===== src/design/jsu_pkg.sv =====
`timescale 1ns / 1ps
// ----------------------------------------------------------------------------
// JSON string unescaper package
// Shared types and constants for the front end, queue and back end.
// ----------------------------------------------------------------------------
package jsu_pkg;

  // Default number of entries in the queue between front and back ends.
  localparam int unsigned QueueDepthDef = 2;

  // Result kinds as seen on the output port.
  typedef enum logic [1:0] {
    KindByte = 2'd0,
    KindEnd  = 2'd1,
    KindErr  = 2'd2
  } kind_e;

  // Commands handed from the front end to the back end.
  typedef enum logic [1:0] {
    CmdRaw  = 2'd0,  // one byte, passed on unchanged
    CmdUtf8 = 2'd1,  // a code point, encoded as one to three UTF-8 bytes
    CmdEnd  = 2'd2,  // closing quote seen
    CmdErr  = 2'd3   // malformed text
  } cmd_e;

  typedef struct packed {
    cmd_e        cmd;
    logic [15:0] data;
  } entry_t;

  typedef struct packed {
    logic full;
    logic empty;
  } q_status_t;

endpackage


===== src/design/jsu_front.sv =====
`timescale 1ns / 1ps
// ----------------------------------------------------------------------------
// JSON string unescaper front end
// Accepts text bytes, tracks the string syntax and queues one command per
// byte that produces output.
// ----------------------------------------------------------------------------
module jsu_front (
  input  logic               clk_i,
  input  logic               rst_ni,
  input  logic               in_valid_i,
  input  logic [7:0]         in_byte_i,
  input  jsu_pkg::q_status_t q_stat_i,
  output logic               in_ready_o,
  output logic               push_o,
  output jsu_pkg::entry_t    entry_o
);

  typedef enum logic [3:0] {
    ModeWait = 4'b0001,
    ModeBody = 4'b0010,
    ModeEsc  = 4'b0100,
    ModeHex  = 4'b1000
  } mode_e;

  localparam logic [7:0] ChNul   = 8'h00;
  localparam logic [7:0] ChQuote = 8'h22;
  localparam logic [7:0] ChBack  = 8'h5C;
  localparam logic [7:0] ChSlash = 8'h2F;
  localparam logic [7:0] ChB     = 8'h62;
  localparam logic [7:0] ChF     = 8'h66;
  localparam logic [7:0] ChN     = 8'h6E;
  localparam logic [7:0] ChR     = 8'h72;
  localparam logic [7:0] ChT     = 8'h74;
  localparam logic [7:0] ChU     = 8'h75;

  mode_e       mode_q, mode_d;
  logic [1:0]  hex_cnt_q, hex_cnt_d;
  logic [15:0] cp_q, cp_d;
  logic        accept;
  logic [4:0]  nib;
  logic [15:0] cp_next;

  // Returns {valid, value} for an ASCII hex digit of either case.
  function automatic logic [4:0] hex_nibble(input logic [7:0] b);
    logic [4:0] r;
    r = 5'd0;
    if (b >= 8'h30 && b <= 8'h39) begin
      r = {1'b1, 4'(b - 8'h30)};
    end else if (b >= 8'h61 && b <= 8'h66) begin
      r = {1'b1, 4'(b - 8'h57)};
    end else if (b >= 8'h41 && b <= 8'h46) begin
      r = {1'b1, 4'(b - 8'h37)};
    end
    return r;
  endfunction

  assign in_ready_o = !q_stat_i.full;
  assign accept     = in_valid_i && in_ready_o;
  assign nib        = hex_nibble(in_byte_i);
  assign cp_next    = {cp_q[11:0], nib[3:0]};

  always_comb begin
    mode_d       = mode_q;
    hex_cnt_d    = hex_cnt_q;
    cp_d         = cp_q;
    push_o       = 1'b0;
    entry_o.cmd  = jsu_pkg::CmdRaw;
    entry_o.data = {8'd0, in_byte_i};
    if (accept) begin
      case (mode_q)
        ModeWait: begin
          if (in_byte_i == ChQuote) begin
            mode_d = ModeBody;
          end else begin
            push_o      = 1'b1;
            entry_o.cmd = jsu_pkg::CmdErr;
          end
        end
        ModeBody: begin
          if (in_byte_i == ChNul) begin
            push_o      = 1'b1;
            entry_o.cmd = jsu_pkg::CmdErr;
            mode_d      = ModeWait;
          end else if (in_byte_i == ChQuote) begin
            push_o      = 1'b1;
            entry_o.cmd = jsu_pkg::CmdEnd;
            mode_d      = ModeWait;
          end else if (in_byte_i == ChBack) begin
            mode_d = ModeEsc;
          end else begin
            push_o = 1'b1;
          end
        end
        ModeEsc: begin
          mode_d = ModeBody;
          push_o = 1'b1;
          case (in_byte_i)
            ChQuote, ChBack, ChSlash: entry_o.data = {8'd0, in_byte_i};
            ChB:     entry_o.data = 16'h0008;
            ChF:     entry_o.data = 16'h000C;
            ChN:     entry_o.data = 16'h000A;
            ChR:     entry_o.data = 16'h000D;
            ChT:     entry_o.data = 16'h0009;
            ChU: begin
              push_o    = 1'b0;
              mode_d    = ModeHex;
              hex_cnt_d = 2'd0;
              cp_d      = 16'd0;
            end
            default: begin
              entry_o.cmd = jsu_pkg::CmdErr;
              mode_d      = ModeWait;
            end
          endcase
        end
        ModeHex: begin
          if (!nib[4]) begin
            push_o      = 1'b1;
            entry_o.cmd = jsu_pkg::CmdErr;
            mode_d      = ModeWait;
          end else if (hex_cnt_q == 2'd3) begin
            push_o       = 1'b1;
            entry_o.cmd  = jsu_pkg::CmdUtf8;
            entry_o.data = cp_next;
            mode_d       = ModeBody;
            hex_cnt_d    = 2'd0;
            cp_d         = 16'd0;
          end else begin
            hex_cnt_d = hex_cnt_q + 2'd1;
            cp_d      = cp_next;
          end
        end
        default: mode_d = ModeWait;
      endcase
      if (mode_d == ModeWait) begin
        hex_cnt_d = 2'd0;
        cp_d      = 16'd0;
      end
    end
  end

  always_ff @(posedge clk_i or negedge rst_ni) begin
    if (!rst_ni) begin
      mode_q    <= ModeWait;
      hex_cnt_q <= 2'd0;
      cp_q      <= 16'd0;
    end else begin
      mode_q    <= mode_d;
      hex_cnt_q <= hex_cnt_d;
      cp_q      <= cp_d;
    end
  end

endmodule


===== src/design/jsu_queue.sv =====
`timescale 1ns / 1ps
// ----------------------------------------------------------------------------
// JSON string unescaper command queue
// Small register queue that lets the front and back ends stall apart.
// ----------------------------------------------------------------------------
module jsu_queue #(
  parameter int unsigned Depth = jsu_pkg::QueueDepthDef
) (
  input  logic               clk_i,
  input  logic               rst_ni,
  input  logic               push_i,
  input  jsu_pkg::entry_t    entry_i,
  input  logic               pop_i,
  output jsu_pkg::entry_t    head_o,
  output jsu_pkg::q_status_t stat_o
);

  localparam int unsigned PtrW = (Depth > 1) ? $clog2(Depth) : 1;
  localparam int unsigned CntW = $clog2(Depth + 1);

  jsu_pkg::entry_t mem_q [Depth];
  logic [PtrW-1:0] wr_ptr_q, rd_ptr_q;
  logic [CntW-1:0] cnt_q;
  logic            do_push, do_pop;

  function automatic logic [PtrW-1:0] ptr_inc(input logic [PtrW-1:0] p);
    return (p == PtrW'(Depth - 1)) ? '0 : p + 1'b1;
  endfunction

  assign stat_o.full  = (cnt_q == CntW'(Depth));
  assign stat_o.empty = (cnt_q == '0);
  assign do_push      = push_i && !stat_o.full;
  assign do_pop       = pop_i && !stat_o.empty;
  assign head_o       = mem_q[rd_ptr_q];

  always_ff @(posedge clk_i) begin
    if (do_push) begin
      mem_q[wr_ptr_q] <= entry_i;
    end
  end

  always_ff @(posedge clk_i or negedge rst_ni) begin
    if (!rst_ni) begin
      wr_ptr_q <= '0;
      rd_ptr_q <= '0;
      cnt_q    <= '0;
    end else begin
      if (do_push) begin
        wr_ptr_q <= ptr_inc(wr_ptr_q);
      end
      if (do_pop) begin
        rd_ptr_q <= ptr_inc(rd_ptr_q);
      end
      if (do_push && !do_pop) begin
        cnt_q <= cnt_q + 1'b1;
      end else if (do_pop && !do_push) begin
        cnt_q <= cnt_q - 1'b1;
      end
    end
  end

endmodule


===== src/design/jsu_back.sv =====
`timescale 1ns / 1ps
// ----------------------------------------------------------------------------
// JSON string unescaper back end
// Expands queued commands into output words in an output register, one word
// per cycle while the output is not stalled.
// ----------------------------------------------------------------------------
module jsu_back (
  input  logic               clk_i,
  input  logic               rst_ni,
  input  jsu_pkg::entry_t    head_i,
  input  jsu_pkg::q_status_t q_stat_i,
  output logic               pop_o,
  output logic               out_valid_o,
  input  logic               out_ready_i,
  output logic [7:0]         out_byte_o,
  output logic [1:0]         result_kind_o,
  output logic               last_o
);

  localparam logic [7:0]  Lead2   = 8'hC0;
  localparam logic [7:0]  Lead3   = 8'hE0;
  localparam logic [7:0]  ContTag = 8'h80;
  localparam logic [7:0]  ContMsk = 8'h3F;
  localparam logic [15:0] Lim1    = 16'h0080;
  localparam logic [15:0] Lim2    = 16'h0800;

  logic           ov_q;
  logic [7:0]     obyte_q, obyte_d;
  jsu_pkg::kind_e okind_q, okind_d;
  logic           olast_q, olast_d;
  logic [1:0]     idx_q;
  logic [1:0]     len;
  logic           load;
  logic [15:0]    cp;

  assign cp   = head_i.data;
  assign load = !q_stat_i.empty && (!ov_q || out_ready_i);

  always_comb begin
    len     = 2'd1;
    obyte_d = head_i.data[7:0];
    okind_d = jsu_pkg::KindByte;
    case (head_i.cmd)
      jsu_pkg::CmdRaw: obyte_d = head_i.data[7:0];
      jsu_pkg::CmdUtf8: begin
        if (cp < Lim1) begin
          len     = 2'd1;
          obyte_d = cp[7:0];
        end else if (cp < Lim2) begin
          len     = 2'd2;
          obyte_d = (idx_q == 2'd0) ? (Lead2 | {3'd0, cp[10:6]})
                                    : (ContTag | ({2'd0, cp[5:0]} & ContMsk));
        end else begin
          len = 2'd3;
          case (idx_q)
            2'd0:    obyte_d = Lead3 | {4'd0, cp[15:12]};
            2'd1:    obyte_d = ContTag | ({2'd0, cp[11:6]} & ContMsk);
            default: obyte_d = ContTag | ({2'd0, cp[5:0]} & ContMsk);
          endcase
        end
      end
      jsu_pkg::CmdEnd: begin
        obyte_d = 8'd0;
        okind_d = jsu_pkg::KindEnd;
      end
      default: begin
        obyte_d = 8'd0;
        okind_d = jsu_pkg::KindErr;
      end
    endcase
    olast_d = (idx_q == len - 2'd1);
  end

  assign pop_o = load && olast_d;

  always_ff @(posedge clk_i) begin
    if (load) begin
      obyte_q <= obyte_d;
      okind_q <= okind_d;
      olast_q <= olast_d;
    end
  end

  always_ff @(posedge clk_i or negedge rst_ni) begin
    if (!rst_ni) begin
      ov_q  <= 1'b0;
      idx_q <= 2'd0;
    end else begin
      if (load) begin
        ov_q  <= 1'b1;
        idx_q <= olast_d ? 2'd0 : idx_q + 2'd1;
      end else if (out_ready_i) begin
        ov_q <= 1'b0;
      end
    end
  end

  assign out_valid_o   = ov_q;
  assign out_byte_o    = obyte_q;
  assign result_kind_o = okind_q;
  assign last_o        = olast_q;

endmodule


===== src/design/json_string_unescape_utf8.sv =====
`timescale 1ns / 1ps
// ----------------------------------------------------------------------------
// JSON string unescaper, UTF-8 output
// Takes a quoted JSON string token byte by byte and gives its decoded bytes,
// followed by an end or error word.
// ----------------------------------------------------------------------------
// The block takes one text byte per cycle while its queue has room and
// gives one output word per cycle while the output is not stalled. A byte
// of zero stands for end of text. After an opening quote the string body
// is decoded: simple escapes become single bytes, a \u escape with four
// hex digits becomes one to three UTF-8 bytes (no surrogate pairing), and
// raw bytes pass through unchanged. The closing quote gives an end word; a
// missing opening quote, a bad escape, a bad hex digit or end of text
// inside the string gives an error word, after which the block waits for
// an opening quote again. Each word carries last, set on the final word
// that an input byte produces. Opening quote, backslash, the letter u and
// the first three hex digits produce no word. The input side runs at one
// byte per cycle until a \u escape expands into two or three bytes: the
// back end emits one word per cycle, so such an escape holds the output for
// two or three words, and the queue of QueueDepth commands between the ends
// absorbs the difference before the input is stalled. Words reach the
// output register from the queue head when the output side is not stalled.
module json_string_unescape_utf8 #(
  parameter int unsigned QueueDepth = jsu_pkg::QueueDepthDef
) (
  input  logic       clk_i,
  input  logic       rst_ni,
  input  logic       in_valid_i,
  output logic       in_ready_o,
  input  logic [7:0] in_byte_i,
  output logic       out_valid_o,
  input  logic       out_ready_i,
  output logic [7:0] out_byte_o,
  output logic [1:0] result_kind_o,
  output logic       last_o
);

  // Commands between front and back end.
  jsu_pkg::entry_t    push_entry;
  jsu_pkg::entry_t    head_entry;
  jsu_pkg::q_status_t q_stat;
  logic               push;
  logic               pop;

  // The front end tracks quote, escape and hex-digit state and turns each
  // byte that produces output into a single command.
  jsu_front u_front (
    .clk_i      (clk_i),
    .rst_ni     (rst_ni),
    .in_valid_i (in_valid_i),
    .in_byte_i  (in_byte_i),
    .q_stat_i   (q_stat),
    .in_ready_o (in_ready_o),
    .push_o     (push),
    .entry_o    (push_entry)
  );

  jsu_queue #(
    .Depth (QueueDepth)
  ) u_queue (
    .clk_i   (clk_i),
    .rst_ni  (rst_ni),
    .push_i  (push),
    .entry_i (push_entry),
    .pop_i   (pop),
    .head_o  (head_entry),
    .stat_o  (q_stat)
  );

  // The back end expands the head command into words, one per cycle unless
  // stalled, and pops it once its final word enters the output register.
  jsu_back u_back (
    .clk_i         (clk_i),
    .rst_ni        (rst_ni),
    .head_i        (head_entry),
    .q_stat_i      (q_stat),
    .pop_o         (pop),
    .out_valid_o   (out_valid_o),
    .out_ready_i   (out_ready_i),
    .out_byte_o    (out_byte_o),
    .result_kind_o (result_kind_o),
    .last_o        (last_o)
  );

  // End and error words carry a zero byte and always close their input byte.
  assert property (@(posedge clk_i) disable iff (!rst_ni)
    out_valid_o && result_kind_o != jsu_pkg::KindByte |-> out_byte_o == 8'd0 && last_o)
    else $error("end or error word with data or without last");

  // Once the leading word of a multi-byte sequence is taken, the next word
  // of that sequence follows in the next cycle.
  assert property (@(posedge clk_i) disable iff (!rst_ni)
    out_valid_o && out_ready_i && !last_o |=>
      out_valid_o && result_kind_o == jsu_pkg::KindByte)
    else $error("multi-byte sequence interrupted");

  // The queue cannot be full and empty at once.
  assert property (@(posedge clk_i) disable iff (!rst_ni)
    !(q_stat.full && q_stat.empty))
    else $error("queue status inconsistent");

  // The input is only held off while the queue is full.
  assert property (@(posedge clk_i) disable iff (!rst_ni)
    !in_ready_o |-> q_stat.full)
    else $error("input stalled with room in the queue");

endmodule


===== config.mk =====
export PLATFORM = sky130hd
export DESIGN_NAME = json_string_unescape_utf8
export DESIGN_NICKNAME = d
export VERILOG_FILES = /design/src/design/jsu_pkg.sv /design/src/design/jsu_front.sv /design/src/design/jsu_queue.sv /design/src/design/jsu_back.sv /design/src/design/json_string_unescape_utf8.sv
export SDC_FILE = /design/constraint.sdc
export NUM_CORES = 1
export LEC_CHECK = 0
export BUFFER_PORTS_ARGS = -buffer_cell sky130_fd_sc_hd__buf_2
export CORE_MARGIN = 5
export CORE_UTILIZATION = 40
export DETAILED_ROUTE_END_ITERATION = 6
export PLACE_DENSITY = 0.68
export RECOVER_POWER = 25
export REMOVE_ABC_BUFFERS = 1
export SLEW_MARGIN = 20
export SYNTH_ARGS = -nofsm -noshare
export SYNTH_HDL_FRONTEND = slang
export SYNTH_SLANG_ARGS = --single-unit

===== constraint.sdc =====
create_clock -name clk_i -period 2.6 [get_ports clk_i]
set_input_delay 0.26 -clock clk_i [delete_from_list [all_inputs] [get_ports clk_i]]
set_output_delay 0.26 -clock clk_i [all_outputs]
set_load 0.01 [all_outputs]

==> results of run 1 <==
final timing paths:
kind | end | from | slack, ps | cells after the start
setup / recovery | u_queue.cnt_q[1] | u_queue.rd_ptr_q | 180 | 8
hold / removal | u_back.out_valid_o | out_ready_i | 190 | 3
setup reg to reg | u_queue.cnt_q[1] | u_queue.rd_ptr_q | 180 | 8
hold reg to reg | u_queue.wr_ptr_q | u_queue.wr_ptr_q | 490 | 1
max in group asynchronous | u_front.hex_cnt_q[0] | rst_ni | 990 | 2
min in group asynchronous | u_front.mode_q[1] | rst_ni | 770 | 2
cell usage in the layout, fill, tap and decap left out, drive strengths merged, types with 11 or more instances in the layout:
cell / n
mux2i: 13
a22o: 16
nand2: 26
o21ai: 28
a21oi: 14
buf: 39
nor2: 18
nand3: 11
edfxtp: 47
dfrtp: 24
and2: 12
clkbuf: 24
nor3: 12
tightest hold or removal path, stage by stage:
cell      delay, ps
buf_2            70
nand2b_1        110
nand2_1          50
synthesized netlist by cell type (3+ instances only):
library cell | n | share of area, %
edfxtp_1 | 47 | 34
nand2_1 | 26 | 2.3
dfrtp_1 | 24 | 14
o21ai_0 | 23 | 2.8
nor2_1 | 18 | 1.6
a21oi_1 | 13 | 1.6
mux2i_1 | 13 | 3.1
a22o_1 | 12 | 2.5
and2_1 | 12 | 1.8
nand3_1 | 11 | 1.3
inv_1 | 9 | 0.81
ha_1 | 8 | 2.4
nor3_1 | 8 | 0.96
buf_6 | 7 | 1.9
nand2b_1 | 7 | 1.1
a31oi_1 | 6 | 0.90
o22ai_1 | 6 | 0.90
a211oi_1 | 5 | 0.90
xnor2_1 | 5 | 1.1
xor2_1 | 5 | 1.1
a22o_2 | 4 | 0.96
and3_1 | 4 | 0.60
buf_2 | 4 | 0.48
nand4_1 | 4 | 0.60
nor2b_1 | 4 | 0.60
nor3b_1 | 4 | 0.72
o21a_1 | 4 | 0.72
and2b_1 | 3 | 0.54
mux2_2 | 3 | 0.81
nor3_2 | 3 | 0.72
nor4_1 | 3 | 0.45
o21ai_1 | 3 | 0.36
layout make-up:
type                       instances  area, sq um  area share [%]
sequential                        72         2040            42.7
clock buffer                      12          176            3.69
timing repair buffer              52          355            7.44
tap                              136          170            3.56
multi-input combinational        270         1930            40.3
inverter                          10         37.5           0.786
clock inverter                     4         71.3            1.49
stage by stage:
stage / worst slack (ps) / setup TNS (ps) / instance area, sq um / hold slack (ps)
3_5_place_dp: 96.1 / 0 / 4530 / 297
3_3_place_gp: 142 / 0 / 4530 / 285
6_report: 185 / 0 / 4780 / 188
4_1_cts: 155 / 0 / 4780 / 176
2_1_floorplan: -309 / -4760 / 4000 / -35.6
5_1_grt: 2.48 / 0 / 4780 / 221
logic make-up after synthesis:
group / count (synthesis)
AND/OR/NAND/NOR: 126
AO/OA/AOI/OAI: 110
flip-flops: 72
buffers and inverters: 29
multiplexers: 16
XOR/XNOR: 10
adder cells (fa/ha/maj): 8
report_power, final:
group	internal (W)	leakage (nW)	switching [W]
Clock	0.000650	0.128	0.000402
Sequential	0.00152	0.767	0.000152
Combinational	0.000632	0.927	0.000851
Total	0.00280	1.82	0.00140
metal layers:
layer | vias up | share of wire, % | global-route usage [%]
met5 | - | 0 | 0
met4 | 0 | 1.5 | 6.17
met3 | 11 | 4.9 | 2.88
met2 | 99 | 49 | 23.6
met1 | 1515 | 45 | 18.6
li1 | 1510 | - | -
timing repair:
action | 4_1_cts | 5_1_grt
hold buffers | 1 | 0
endpoints found under the hold margin | 24 | 0
resized for setup | 0 | 1
endpoints found under the setup margin | 0 | 1
flip-flops by register name, indices dropped and copies added, names as in the netlist:
name                  flops
u_front.cp_q             12
u_back.out_byte_o         8
u_front.hex_cnt_q         2
u_front.mode_q            4
u_queue.cnt_q             2
u_back.idx_q              2
u_queue.mem_q            36
u_queue.rd_ptr_q          1
u_back.last_o             1
u_queue.wr_ptr_q          1
u_back.result_kind_o      2
u_back.out_valid_o        1
==> impl_metrics.tcl, run 1 <==
set metrics [dict create \
    antennaDiodeCount 0 \
    final_net_count 435 \
    drtAntennaViolNets 0 \
    drtIter0Drc 190 \
    drc 0 \
    rows 37 \
    synth_simple_gate_area_share_pct 18.1 \
    max_stage_delay_ps 550 \
    hold_viol 0 \
    via_per_inst 5.64 \
    grt_pass1_wl_mm 14.7 \
    root_buffer "clkbuf_8" \
    crit_path_end_kind "flip-flop" \
    crit_family "simple AND/OR/NAND/NOR gates" \
    clk_pin_slew_ps 70 \
    path_cells "nor4b_1 > o22ai_2 > and4_1 > a221o_1 > nand2_1 > ha_1 > nor2_1 > xor2_1" \
    grt_max_degree 26 \
    path_buf_inv 0 \
    synthFlopType "edfxtp_1" \
    cp_max_fo 11 \
    powerDensity_mw_per_mm2 880 \
    cts_made_buffers 9 \
    rsz0062_at_grt "no" \
    setup_viol 0 \
    cts_setup_buffers 0 \
    synth_compound_area_share_pct 19.7 \
    place_inst 539 \
    postSynthAreaPerCell_sq_um 11.2 \
    cts_buffer_depth 2 \
    cts_htree_levels 3 \
    period_share_pct 92.9 \
    slew_headroom_pct 5.65 \
    synth_top_family_by_area "compound AO/OA/AOI/OAI gates" \
    num_io_pins 25 \
    grt-ovfl-total 0 \
    nFillCells 932 \
    synth.yosys.seq_area_share_pct 49.0 \
    core_area_sq_mm 0.0102 \
    cts.sinks 72 \
    leakage_nw 1.82 \
    insertion_delay_ps 340 \
    wire_per_inst_microns 16.2 \
    status "complete, no violations" \
    cp-start-kind "flip-flop" \
    required_ps 2870 \
    period_minus_slack_ps 2420 \
    drive_gt1_share_pct 19.8 \
    die_y_microns 112 \
    crit_slowest_cell "dfrtp_1" \
    antenna_found_initial 0 \
    place.gp.congestion 0.920 \
    dieArea_sq_mm 0.0125 \
    final_cells 556 \
    slew_violations 0 \
    synth_edf_count 47 \
    async_flop_share_pct 34.7 \
    hold_path_class "in -> reg" \
    portBuffers 24 \
    wirelength_mm 9.01 \
    synth-adder-area-share_pct 2.41 \
    finish.utilization_pct 46.7 \
    die_x_microns 112 \
    synth_cell_type_count 79 \
    netlist_instances 371 \
    maxCapViolCount 0 \
    grt_pass1_vias 3067 \
    vias 3135 \
    syn-cell-area_sq_mm 0.00416 \
    worstMarginPinSlew_ps 1420 \
    grt_use_total_pct 14.4 \
    synth_warnings 0 \
    crit_type "reg -> reg" \
    hpwlAfterDp_mm 6.75 \
    clock_skew_ps 8.07 \
    total_power_w 0.00420 \
    cts_tree "done" \
    yosys_register_bits 72 \
    start_util_pct 40.6 \
    firstDrtPassIters 4 \
    max_freq_ghz 0.414 \
    ir_drop_mv 0.328 \
    synth.mux.area_fraction_pct 3.94 \
    area_growth_pct 14.9 \
    critPathArrivalTime_ps 2690 \
    yosys.area_share.xor_xnor_pct 2.11 \
]
No activity file was read; power rests on OpenSTA's default activity.
==> run 2: changes to the inputs <==
Settings changed: ABC_AREA from default to 1.
==> run 2 against run 1 <==
Cell count rose by 27%. Non-clock buffer count fell by 6. Sequential share of layout area fell by 0.76 points. Combinational power rose by 19%. Wire length rose by 7.4%. Global-route usage rose by 1.2 points. Sequential cell count did not move. First-iteration DRC count rose by 32%. Register-to-register slack improved by 50 ps. Clock skew rose by 4.4 ps. Synthesized area rose by 2.0%.
==> impl_metrics.tcl, run 2 <==
set metrics [dict create \
    status "complete, no violations" \
    crit_slowest_cell "dfrtp_2" \
    setup_viol 0 \
    yosys-top-cells-area "edfxtp_1 33%, nand2_1 15%, dfrtp_1 14%" \
    netlist_instances 520 \
    critPathArrivalTime_ps 2600 \
    regMostFlops "u_queue.mem_q" \
    final_cell_mix "165 x nand2_1, 57 x inv_1, 47 x nor2_1, 47 x edfxtp_1, 42 x nand3_1" \
    start_util_pct 41.1 \
    cp-start-kind "flip-flop" \
    async_flop_share_pct 34.7 \
    vias 3551 \
    area_growth_pct 14.8 \
    wire_per_inst_microns 13.7 \
    max_stage_delay_ps 450 \
    synthFlopType "edfxtp_1" \
    crit_type "reg -> reg" \
    cts_made_buffers 9 \
    timing.critical_path.mode_cell "nand2_1" \
    core_area_sq_mm 0.0103 \
    hold_viol 0 \
    cp_max_fo 20 \
    grt_max_degree 26 \
    yosys_register_bits 72 \
    p_comb_share_pct 39.3 \
    drc 0 \
    layout_commonest_cell "nand2_1" \
    clock_skew_ps 12.5 \
    hold_path_class "in -> reg" \
    synth_common_cells "165 x nand2_1, 58 x inv_1, 47 x edfxtp_1, 47 x nor2_1, 43 x nand3_1" \
    insertion_delay_ps 350 \
    antennaDiodeCount 0 \
    crit_path_end_kind "flip-flop" \
    rsz0062_at_grt "no" \
    synth_top_area_share_pct 33.3 \
    num_io_pins 25 \
    synth_edf_count 47 \
    internal_power_w 0.00282 \
    root_buffer "clkbuf_8" \
    postSynthAreaPerCell_sq_um 8.15 \
    required_ps 2830 \
    max_freq_ghz 0.422 \
    wirelength_mm 9.68 \
    cts.sinks 72 \
    synth.yosys.seq_area_share_pct 48.1 \
    antenna_found_initial 0 \
    portBuffers 24 \
    drtAntennaViolNets 0 \
    total_power_w 0.00448 \
    hpwlAfterDp_mm 7.36 \
    via_per_inst 5.02 \
    grt-ovfl-total 0 \
    synth.most_common_cell "nand2_1" \
    period_minus_slack_ps 2370 \
    cts_tree "done" \
    powerDensity_mw_per_mm2 921 \
    power.switching_w 0.00166 \
    ir_drop_mv 0.481 \
    largest_register_ff_count 36 \
    period_share_pct 91.0 \
    drtIter0Drc 250 \
    clkPwrFrac_pct 23.8 \
    finish.utilization_pct 47.1 \
    slew_headroom_pct 2.22 \
    firstDrtPassIters 5 \
    synthDominantAreaCellType "edfxtp_1" \
    grt_use_total_pct 15.6 \
    leakage_nw 2.18 \
    grt_pass1_vias 3393 \
    die_x_microns 113 \
    slew_violations 0 \
    dieArea_sq_mm 0.0128 \
    final_net_count 586 \
    synth_cell_type_count 44 \
    p_seq_share_pct 36.9 \
    swShare_pct 37.1 \
    maxCapViolCount 0 \
    clk_pin_slew_ps 80 \
    worstMarginPinSlew_ps 1470 \
    cts_buffer_depth 2 \
    syn-cell-area_sq_mm 0.00424 \
    cts_htree_levels 3 \
    die_y_microns 113 \
    synth_warnings 0 \
    place.gp.congestion 0.909 \
    rows 37 \
    grt_pass1_wl_mm 16.2 \
    path_cells "buf_12 > nand2_1 > nand2_1 > nor2_1 > nand2_1 > nor2_2 > nand3_2 > xor2_2 > nand3_1 > ha_1 > a21oi_1 > o21ai_0 > xnor2_1" \
    drive_gt1_share_pct 16.8 \
]
==> run 2: stage by stage <==
stage,area (sq um),TNS [ps],setup WS [ps],instances,hold WS (ps)
after floorplan,4150,-1090,-58.7,509,-35.6
after global placement,4590,0,88.2,687,292
after detailed placement,4590,0,50.1,687,307
after CTS,4840,0,63.5,704,118
after global routing,4870,0,16.1,707,109
final,4870,0,233,707,126
==> run 2: critical path, delay by kind of cell, from the launching register on <==
kind / cells / cell delay (ps)
xor gates and xnor gates: 2 / 340
buffers and inverters: 1 / 160
and+or+nand+nor: 7 / 730
DFF: 1 / 450
adders and majority gates: 1 / 320
AOI/OAI and AO/OA: 2 / 240
==> run 2: path summary, 6_finish.rpt <==
path	slack, ps	cells after the start	endpoint	start
worst max-delay path	230	13	u_queue.cnt_q[1]	u_queue.rd_ptr_q
worst min-delay path	130	2	u_back.out_valid_o	out_ready_i
worst max register to register	230	13	u_queue.cnt_q[1]	u_queue.rd_ptr_q
worst min register to register	480	2	u_queue.wr_ptr_q	u_queue.wr_ptr_q
max in group asynchronous	860	2	u_queue.rd_ptr_q	rst_ni
min in group asynchronous	790	2	u_queue.cnt_q[0]	rst_ni
==> run 2: power by group through the flow <==
stage / sequential (W) / combinational, W / clock [W]
2_1_floorplan: 0.00174 / 0.00108 / 0
3_3_place_gp: 0.00167 / 0.00170 / 0
3_5_place_dp: 0.00167 / 0.00172 / 0
4_1_cts: 0.00165 / 0.00173 / 0.00109
5_1_grt: 0.00168 / 0.00195 / 0.00115
6_report: 0.00166 / 0.00176 / 0.00106
==> run 2: area by class of cell <==
type	count	area (sq um)
clock buffers	10	128
clock inverters	6	115
fillers	1029	5460
inverters	66	250
multi-input cells	371	1880
flip-flops and latches	72	2040
well taps	136	170
repair buffers	46	284
==> run 2: repair_timing <==
item	CTS	global route
gates resized for setup	0	6
setup endpoints to repair	0	1
hold buffers	1	0
hold endpoints to repair	24	0
buffers inserted	0	3
==> run 2: routing by layer <==
layer | part of all wire [%] | wire length [microns] | global-route usage [%] | vias up
met2 | 49 | 4750 | 27.0 | 106
met5 | 0 | 0 | 0 | -
li1 | - | - | - | 1781
met4 | 1.6 | 158 | 4.65 | 0
met1 | 44 | 4260 | 19.7 | 1650
met3 | 5.2 | 503 | 3.42 | 14
==> run 2: cell families (layout without fill, tap and decap cells) <==
group | after synthesis | in the layout | synth area share (%)
and+or+nand+nor | 310 | 310 | 33.3
buffers and inverters | 77 | 128 | 7.91
DFF | 72 | 72 | 48.1
AOI/OAI and AO/OA | 46 | 46 | 6.82
adders and majority gates | 8 | 8 | 2.36
xor gates and xnor gates | 5 | 5 | 1.03
muxes | 2 | 2 | 0.472
==> run 3: changes to the inputs <==
Settings changed: PLACE_DENSITY 0.68 to 0.66, TNS_END_PERCENT from default to 100.
Clock period 2.6 ns to 2.4 ns, I/O delays scaled along.
==> run 3 against run 2 <==
The flow now finishes with violations (capacitance limit, slew limit). Die area did not move. Critical path depth is the same. Global-route usage increased by 0.50 points. Count of clock-buffer cells in the layout decreased by 1. Combinational power rose by 15%. Largest cell class unchanged. Highest routed layer unchanged.
==> impl_metrics.tcl, run 3 (synthesized netlist as in run 2, its figures left out) <==
set metrics [dict create \
    status "complete, but fails checks" \
    violations "capacitance limit, slew limit" \
    rows 37 \
    hpwlAfterDp_mm 7.65 \
    period_share_pct 91.2 \
    grtUsageMet3_pct 3.16 \
    grt_use_total_pct 16.2 \
    area_growth_pct 17.0 \
    place.gp.congestion 0.908 \
    core_area_sq_mm 0.0103 \
    maxCapViolCount 1 \
    grt-ovfl-total 0 \
    grtUsageMet2_pct 27.6 \
    path_cells "buf_6 > nand2_1 > nand2_1 > nor2_2 > nand2_1 > nor2_2 > nand3_1 > xor2_2 > nand3_2 > ha_4 > a21oi_2 > o21ai_1 > xnor2_1" \
    drtAntennaViolNets 0 \
    dpl_cell_area_sq_mm 0.00470 \
    powerDensity_mw_per_mm2 985 \
    via_per_inst 4.91 \
    portBuffers 24 \
    max_stage_delay_ps 420 \
    rsz0062_at_grt "no" \
    slew_violations 26 \
    drive_gt1_share_pct 19.0 \
    slew_headroom_pct -2.23 \
    largest_register_ff_count 36 \
    wire_per_inst_microns 13.6 \
    start_util_pct 41.1 \
    drtIter0Drc 231 \
    cts_tree "done" \
    worstMarginPinSlew_ps 1530 \
    crit_path_end_kind "flip-flop" \
    finish.utilization_pct 48.1 \
    clock_skew_ps 11.6 \
    required_ps 2630 \
    final_cell_mix "165 x nand2_1, 57 x inv_1, 47 x edfxtp_1" \
    cp-start-kind "flip-flop" \
    critPathArrivalTime_ps 2420 \
    ir_drop_mv 0.454 \
    max_freq_ghz 0.457 \
    die_x_microns 113 \
    hold_viol 0 \
    crit_slowest_cell "dfrtp_1" \
    cts.sinks 72 \
    drc 0 \
    firstDrtPassIters 5 \
    leakage_nw 2.24 \
    antenna_found_initial 0 \
    insertion_delay_ps 340 \
    clk_pin_slew_ps 80 \
    layout_commonest_cell "nand2_1" \
    num_io_pins 25 \
    cts_setup_buffers 0 \
    timing.critical_path.mode_cell "nand2_1" \
    cts_htree_levels 3 \
    cts_made_buffers 9 \
    cp_max_fo 15 \
    antennaDiodeCount 0 \
    dieArea_sq_mm 0.0128 \
    regMostFlops "u_queue.mem_q" \
    setup_viol 0 \
    final_net_count 598 \
    crit_type "reg -> reg" \
    hold_path_class "in -> reg" \
    root_buffer "clkbuf_8" \
    total_power_w 0.00489 \
    cts_buffer_depth 2 \
    wirelength_mm 9.78 \
    use_met1_pct 20.6 \
    grt_pass1_wl_mm 16.7 \
    busiest_layer "met2" \
    final_cell_area_sq_mm 0.00496 \
    period_minus_slack_ps 2190 \
    die_y_microns 113 \
    vias 3529 \
    grt_max_degree 26 \
    grt_pass1_vias 3505 \
]
-- run 3: cell types whose count changed in the layout (fill, tap and decap cells not counted), sizes merged --
cell	change
clkbuf	-1
clkinvlp	-1
buf	+12
bufinv	-1
inv	+3
-- run 3: stage by stage --
step / setup slack, ps / setup TNS, ps / hold WS, ps / instances
2_1_floorplan: -239 / -4550 / -55.6 / 509
3_3_place_gp: 110 / 0 / 283 / 702
3_5_place_dp: 5.61 / 0 / 300 / 702
4_1_cts: 1.21 / 0 / 77.0 / 719
5_1_grt: 5.29 / 0 / 91.0 / 719
6_report: 212 / 0 / 94.5 / 719
-- run 3: where the power goes --
group	total (W)	switching, W	internal (W)
registers	0.00179	0.000103	0.00169
logic	0.00202	0.00128	0.000743
clock network	0.00108	0.000478	0.000600
total	0.00489	0.00186	0.00303
-- run 3: cell type report --
cell class | count | area, sq um
fill | 1043 | 5360
timing repair buffer | 58 | 378
multi-input combinational | 371 | 1900
inverter | 66 | 250
tap | 136 | 170
clock buffer | 9 | 124
sequential | 72 | 2040
clock inverter | 7 | 101
-- run 3: critical path: cells and delay by family, from the launching register on --
kind / cells / cell delay, ps
AND/OR/NAND/NOR: 7 / 750
AO/OA/AOI/OAI: 2 / 170
flip-flops: 1 / 420
XOR/XNOR: 2 / 310
buffers and inverters: 1 / 170
adder cells (fa/ha/maj): 1 / 240
-- run 3: what timing repair did --
item | CTS | global route
setup endpoints to repair | 0 | 2
resized for setup | 0 | 15
hold buffers | 1 | 0
hold endpoints to repair | 24 | 0
-- run 3: worst paths after layout --
kind / cells after the start / from / slack, ps / endpoint
max reg2reg: 13 / u_queue.rd_ptr_q / 210 / u_queue.cnt_q[1]
min: 2 / out_ready_i / 90 / u_back.out_valid_o
max: 13 / u_queue.rd_ptr_q / 210 / u_queue.cnt_q[1]
min reg2reg: 2 / u_queue.wr_ptr_q / 490 / u_queue.wr_ptr_q
min in group asynchronous: 2 / rst_ni / 800 / u_back.idx_q[0]
max in group asynchronous: 2 / rst_ni / 700 / u_front.hex_cnt_q[0]
-- run 3: routing by layer --
metal,vias to the layer above,share of wire (%)
met5,-,0
met4,0,1.2
met3,12,4.0
met2,74,50
met1,1635,45
li1,1808,-
